<file path="config.mk">
export PLATFORM = sky130hd
export DESIGN_NAME = plra_page_mem
export DESIGN_NICKNAME = d
export VERILOG_FILES = /design/src/design/plra_pkg.sv /design/src/design/plra_page_mem.sv
export SDC_FILE = /design/constraint.sdc
export NUM_CORES = 2
export LEC_CHECK = 0
export BUFFER_PORTS_ARGS = -buffer_cell sky130_fd_sc_hd__buf_2
export CORE_ASPECT_RATIO = 0.5
export CORE_MARGIN = 5
export CORE_UTILIZATION = 40
export CTS_CLUSTER_DIAMETER = 30
export DETAILED_ROUTE_END_ITERATION = 16
export MAX_ROUTING_LAYER = met4
export PLACE_DENSITY = 0.61
export SETUP_SLACK_MARGIN = 0.4
export SYNTH_ARGS = -nofsm -noshare
export SYNTH_HDL_FRONTEND = slang
export SYNTH_SLANG_ARGS = --single-unit
</file>
<file path="constraint.sdc">
create_clock -name clock -period 5.2 [get_ports clock]
set_input_delay 0.52 -clock clock [delete_from_list [all_inputs] [get_ports clock]]
set_output_delay 0.52 -clock clock [all_outputs]
set_load 0.01 [all_outputs]
</file>
<file path="src/design/plra_pkg.sv">
// ----------------------------------------------------------------------------
// plra_pkg
// Shared types and constants for the paged linked record allocator.
// ----------------------------------------------------------------------------
package plra_pkg;

   localparam int MAX_PAGES      = 64;
   localparam int SLOTS_PER_PAGE = 8;
   localparam int DATA_BITS      = 32;

   localparam int PAGE_W = $clog2(MAX_PAGES);       // page number
   localparam int SLOT_W = $clog2(SLOTS_PER_PAGE);  // slot within page
   localparam int REC_W  = PAGE_W + SLOT_W;         // record address
   localparam int IDX_W  = 10;                      // signed record index
   localparam int PTR_W  = PAGE_W + 1;              // signed page pointer
   localparam int CNT_W  = $clog2(SLOTS_PER_PAGE + 1);
   localparam int NUM_W  = REC_W + 1;               // walk counter

   localparam logic [IDX_W-1:0] IDX_NONE = '1;
   localparam logic [PTR_W-1:0] PTR_NONE = '1;

   localparam logic [1:0] REQ_APPEND = 2'd0;
   localparam logic [1:0] REQ_FREE   = 2'd1;
   localparam logic [1:0] REQ_READ   = 2'd2;

   localparam logic [1:0] STS_OK   = 2'd0;
   localparam logic [1:0] STS_FULL = 2'd1;
   localparam logic [1:0] STS_RO   = 2'd2;

   typedef enum logic [3:0] {
      ST_IDLE, ST_AH0, ST_AH1, ST_AP0, ST_AP1, ST_AP2, ST_AU0, ST_AU1,
      ST_OPEN, ST_ALINK, ST_F0, ST_F1, ST_F2, ST_R0, ST_R1, ST_DONE
   } state_type;

   typedef struct packed {
      logic [PTR_W-1:0] next;
      logic [PTR_W-1:0] prev;
      logic [IDX_W-1:0] first;
      logic [CNT_W-1:0] cnt;
   } page_ent_type;

   typedef struct packed {
      logic [PAGE_W-1:0] addr;
      logic              we_next;
      logic              we_prev;
      logic              we_first;
      logic              we_cnt;
      page_ent_type      ent;
   } page_wr_type;

   typedef struct packed {
      logic [IDX_W-1:0]     link;
      logic [DATA_BITS-1:0] pay;
   } rec_ent_type;

   typedef struct packed {
      logic                 link_we;
      logic [REC_W-1:0]     link_addr;
      logic [IDX_W-1:0]     link_data;
      logic                 pay_we;
      logic [REC_W-1:0]     pay_addr;
      logic [DATA_BITS-1:0] pay_data;
   } rec_wr_type;

   function automatic logic rec_ok(logic [IDX_W-1:0] x, logic [PTR_W-1:0] pages);
      logic [IDX_W-1:0] lim;
      lim = IDX_W'({pages, {SLOT_W{1'b0}}});
      return !x[IDX_W-1] && (x < lim);
   endfunction

   function automatic logic page_ok(logic [PTR_W-1:0] p, logic [PTR_W-1:0] pages);
      return !p[PTR_W-1] && (p < pages);
   endfunction

endpackage

</file>
<file path="src/design/plra_page_mem.sv">
// ----------------------------------------------------------------------------
// plra_page_mem
// Per-page table: free list links, first free slot and free count.
// ----------------------------------------------------------------------------
module plra_page_mem (
   input  logic                          clock,
   input  logic                          rd_en,
   input  logic [plra_pkg::PAGE_W-1:0]   rd_addr,
   output plra_pkg::page_ent_type        rd_data,
   input  plra_pkg::page_wr_type         wr
);
   import plra_pkg::*;

   logic [PTR_W-1:0] next_mem  [MAX_PAGES];
   logic [PTR_W-1:0] prev_mem  [MAX_PAGES];
   logic [IDX_W-1:0] first_mem [MAX_PAGES];
   logic [CNT_W-1:0] cnt_mem   [MAX_PAGES];

   always_ff @(posedge clock) begin
      if (wr.we_next)  next_mem[wr.addr]  <= wr.ent.next;
      if (wr.we_prev)  prev_mem[wr.addr]  <= wr.ent.prev;
      if (wr.we_first) first_mem[wr.addr] <= wr.ent.first;
      if (wr.we_cnt)   cnt_mem[wr.addr]   <= wr.ent.cnt;
      if (rd_en) begin
         rd_data.next  <= next_mem[rd_addr];
         rd_data.prev  <= prev_mem[rd_addr];
         rd_data.first <= first_mem[rd_addr];
         rd_data.cnt   <= cnt_mem[rd_addr];
      end
   end

endmodule

</file>
==> impl_metrics.tcl <==
set metrics [dict create \
    yosys.area.top_type "edfxtp_1" \
    holdCritPathClass "primary input to flip-flop" \
    cts_setup_buffers 0 \
    synthesis.nets 3537 \
    grt_pass1_wl_mm 264 \
    grt_max_degree 96 \
    fmax_mhz 346 \
    coreArea_sq_mm 0.179 \
    cts_sinks 1820 \
    die_height_um 310 \
    drt_iter0_markers 4389 \
    antenna_found_initial 14 \
    die_w_um 610 \
    fin_tns_setup_ns 0 \
    grt_pass1_vias 36100 \
    synth_cells 3491 \
    setup.worst_path.class "primary input to flip-flop" \
    synth_edf_count 1820 \
    synth_common_cells "edfxtp_1 (1,820), mux4_2 (323), and2_1 (256)" \
    dr.pass1.iters 8 \
    cts_tree "built" \
    setup_viol 0 \
    clockBufferDepth 4 \
    report.final.hold_viol_count 0 \
    cap_violations 0 \
    synth_top_cells_by_area "edfxtp_1 (76%), mux4_2 (10%), mux2i_1 (3.3%)" \
    ys_types 45 \
    ir_drop_mv 0.387 \
    syn-mean-instance-area_sq_um 20.6 \
    critPathArrivalTime_ns 3.48 \
    slowest_delay_ns 0.85 \
    fin_worst_skew_ns 0.0291 \
    fin_util 0.469 \
    nets 3756 \
    finalCriticalPeriod_ns 2.89 \
    cts.clk_slew.worst_paths_ns 0.05 \
    critPathMaxFanout 65 \
    synth.yosys.seq_area_share 0.759 \
    grt_overflow 0 \
    drcViolationCount 0 \
    syn_to_final_growth_pct 16.7 \
    hold_path_end "cnt_mem[54][1]" \
    wl_mm 185 \
    cts_buffers 288 \
    total_leakage_power_nw 27.5 \
    r2r_start "next_mem[7][0]" \
    powerDensity_mw_per_mm2 432 \
    fin_ws_ns 2.31 \
    failed_checks "max-slew violations" \
    grtUsageTotal 0.200 \
    ys.flop_type "edfxtp_1" \
    place_congestion 0.867 \
    io_buffers 73 \
    place_area_sq_mm 0.0748 \
    worstPathRequired_ns 5.78 \
    root_buffer "clkbuf_16" \
    ys_async_sr_fraction 0 \
    ys_seq_elements 1820 \
    drive_gt1_frac 0.264 \
    dpl.hpwl_mm 117 \
    ff2ff_path_depth 5 \
    finalMaxSlewViolations 28 \
    min_period_over_period 0.556 \
    tightestPinTransition_ns 1.51 \
    core.rowCount 110 \
    design_area_sq_mm 0.0841 \
    start_kind "primary input" \
    slowest_stage "a311oi_1" \
    yosysTopAreaCellShare 0.759 \
    place_ws_ns 1.42 \
    drtAntennaViolNets 0 \
    via_per_inst 5.67 \
    cts-resized-gates 0 \
    whs_ns 0.281 \
    path_cells "buf_8, buf_12, buf_4, mux4_2, mux2i_1, nor2_1, a311oi_1, a211oi_1" \
    syn_area_sq_mm 0.0720 \
    yosysMostFrequentCell "edfxtp_1" \
    slew_headroom -0.00665 \
    initial_core_util 0.401 \
    die_area_sq_mm 0.189 \
    clk_latency_ns 0.89 \
    endpoint_kind "flip-flop" \
    reg2reg_slack_ns 2.75 \
    io_pins 74 \
    dr_total_vias 35900 \
    worstHoldStart "wr[1]" \
    wire_per_inst_um 29.2 \
    h-tree-depth 5 \
    grt_setup_unrepaired "false" \
    postCtsHoldBufs 0 \
    r2r-end "rd_data[21]" \
    synth_warnings 0 \
    holdPathStages 2 \
    run_status "finished with violations" \
]
## metrics by stage
step,std cells,total power [W]
floorplan,3491,0.0175
global placement,5828,0.0182
detailed placement,5828,0.0182
CTS,6324,0.0365
global route,6324,0.0374
finish,6328,0.0363
## cell usage in the layout, fill, tap and decap left out, types with 5 or more instances in the layout
| master | instances |
|---|---|
| a211oi_1 | 20 |
| a21o_1 | 20 |
| a21oi_1 | 21 |
| a221oi_1 | 6 |
| a22o_1 | 40 |
| a22oi_1 | 53 |
| a311oi_1 | 19 |
| and2_1 | 254 |
| and3_1 | 5 |
| buf_12 | 10 |
| buf_2 | 68 |
| buf_4 | 65 |
| bufinv_16 | 25 |
| clkbuf_1 | 24 |
| clkbuf_16 | 294 |
| clkinv_1 | 25 |
| clkinv_2 | 40 |
| clkinv_4 | 21 |
| clkinvlp_4 | 24 |
| edfxtp_1 | 1820 |
| inv_6 | 31 |
| inv_8 | 9 |
| mux2_2 | 101 |
| mux2i_1 | 234 |
| mux4_1 | 21 |
| mux4_2 | 323 |
| nand2_1 | 59 |
| nand3_1 | 22 |
| nand3b_1 | 7 |
| nor2_1 | 89 |
| nor2b_1 | 5 |
| nor3_1 | 14 |
| o211ai_1 | 19 |
| o21ai_0 | 19 |
| o21ai_1 | 9 |
| o22ai_1 | 58 |
| or3_1 | 8 |
## layer usage
layer,vias to the layer above,wire [um],track usage
met5,-,0,-
met2,1602,84700,0.296
met1,19000,79900,0.280
li1,14900,-,-
met4,0,5860,0.0671
met3,310,14200,0.0374
## registers in the layout, summed over array words and instances (netlist names)
name,cells
rd_data,28
prev_mem,448
next_mem,448
first_mem,640
cnt_mem,256
## report_power, final
part	switching (W)	leakage [nW]	internal, W
clock	0.00677	4.51	0.0116
combinational	0.00101	6.58	0.000532
sequential	0.0000584	16.4	0.0163
total	0.00784	27.5	0.0285
## cell type report
cell class / count / area [sq um]
Antenna cell: 4 / 10.0
Clock buffer: 318 / 7450
Clock inverter: 178 / 1830
Fill cell: 14700 / 95400
Multi-Input combinational cell: 1454 / 16100
Sequential cell: 1820 / 54700
Tap cell: 2408 / 3010
Timing Repair Buffer: 146 / 1070
## cells by family (layout without fill, tap and decap cells)
kind of cell           count (synthesis)  after routing  synth area share
flip-flops                          1820           1820             0.759
multiplexers                         679            679             0.157
AO/OA/AOI/OAI                        290            290            0.0289
AND/OR/NAND/NOR                      485            485            0.0367
buffers and inverters                217            642            0.0189
other                                  0              4                 0
## worst max path at each step
stage / start / endpoint
2_1_floorplan: rd_addr[0] / rd_data[9]
3_3_place_gp: rd_addr[1] / rd_data[26]
3_5_place_dp: rd_addr[1] / rd_data[26]
4_1_cts: rd_addr[1] / rd_data[26]
5_1_grt: rd_addr[0] / rd_data[10]
6_report: rd_addr[0] / rd_data[10]
## critical path, delay by kind of cell
kind            cells  cell delay, ns
buf+inv             3            1.10
compound gates      2            0.95
mux                 2            0.74
simple gates        1            0.06
Power figures use the tool's default switching activity.
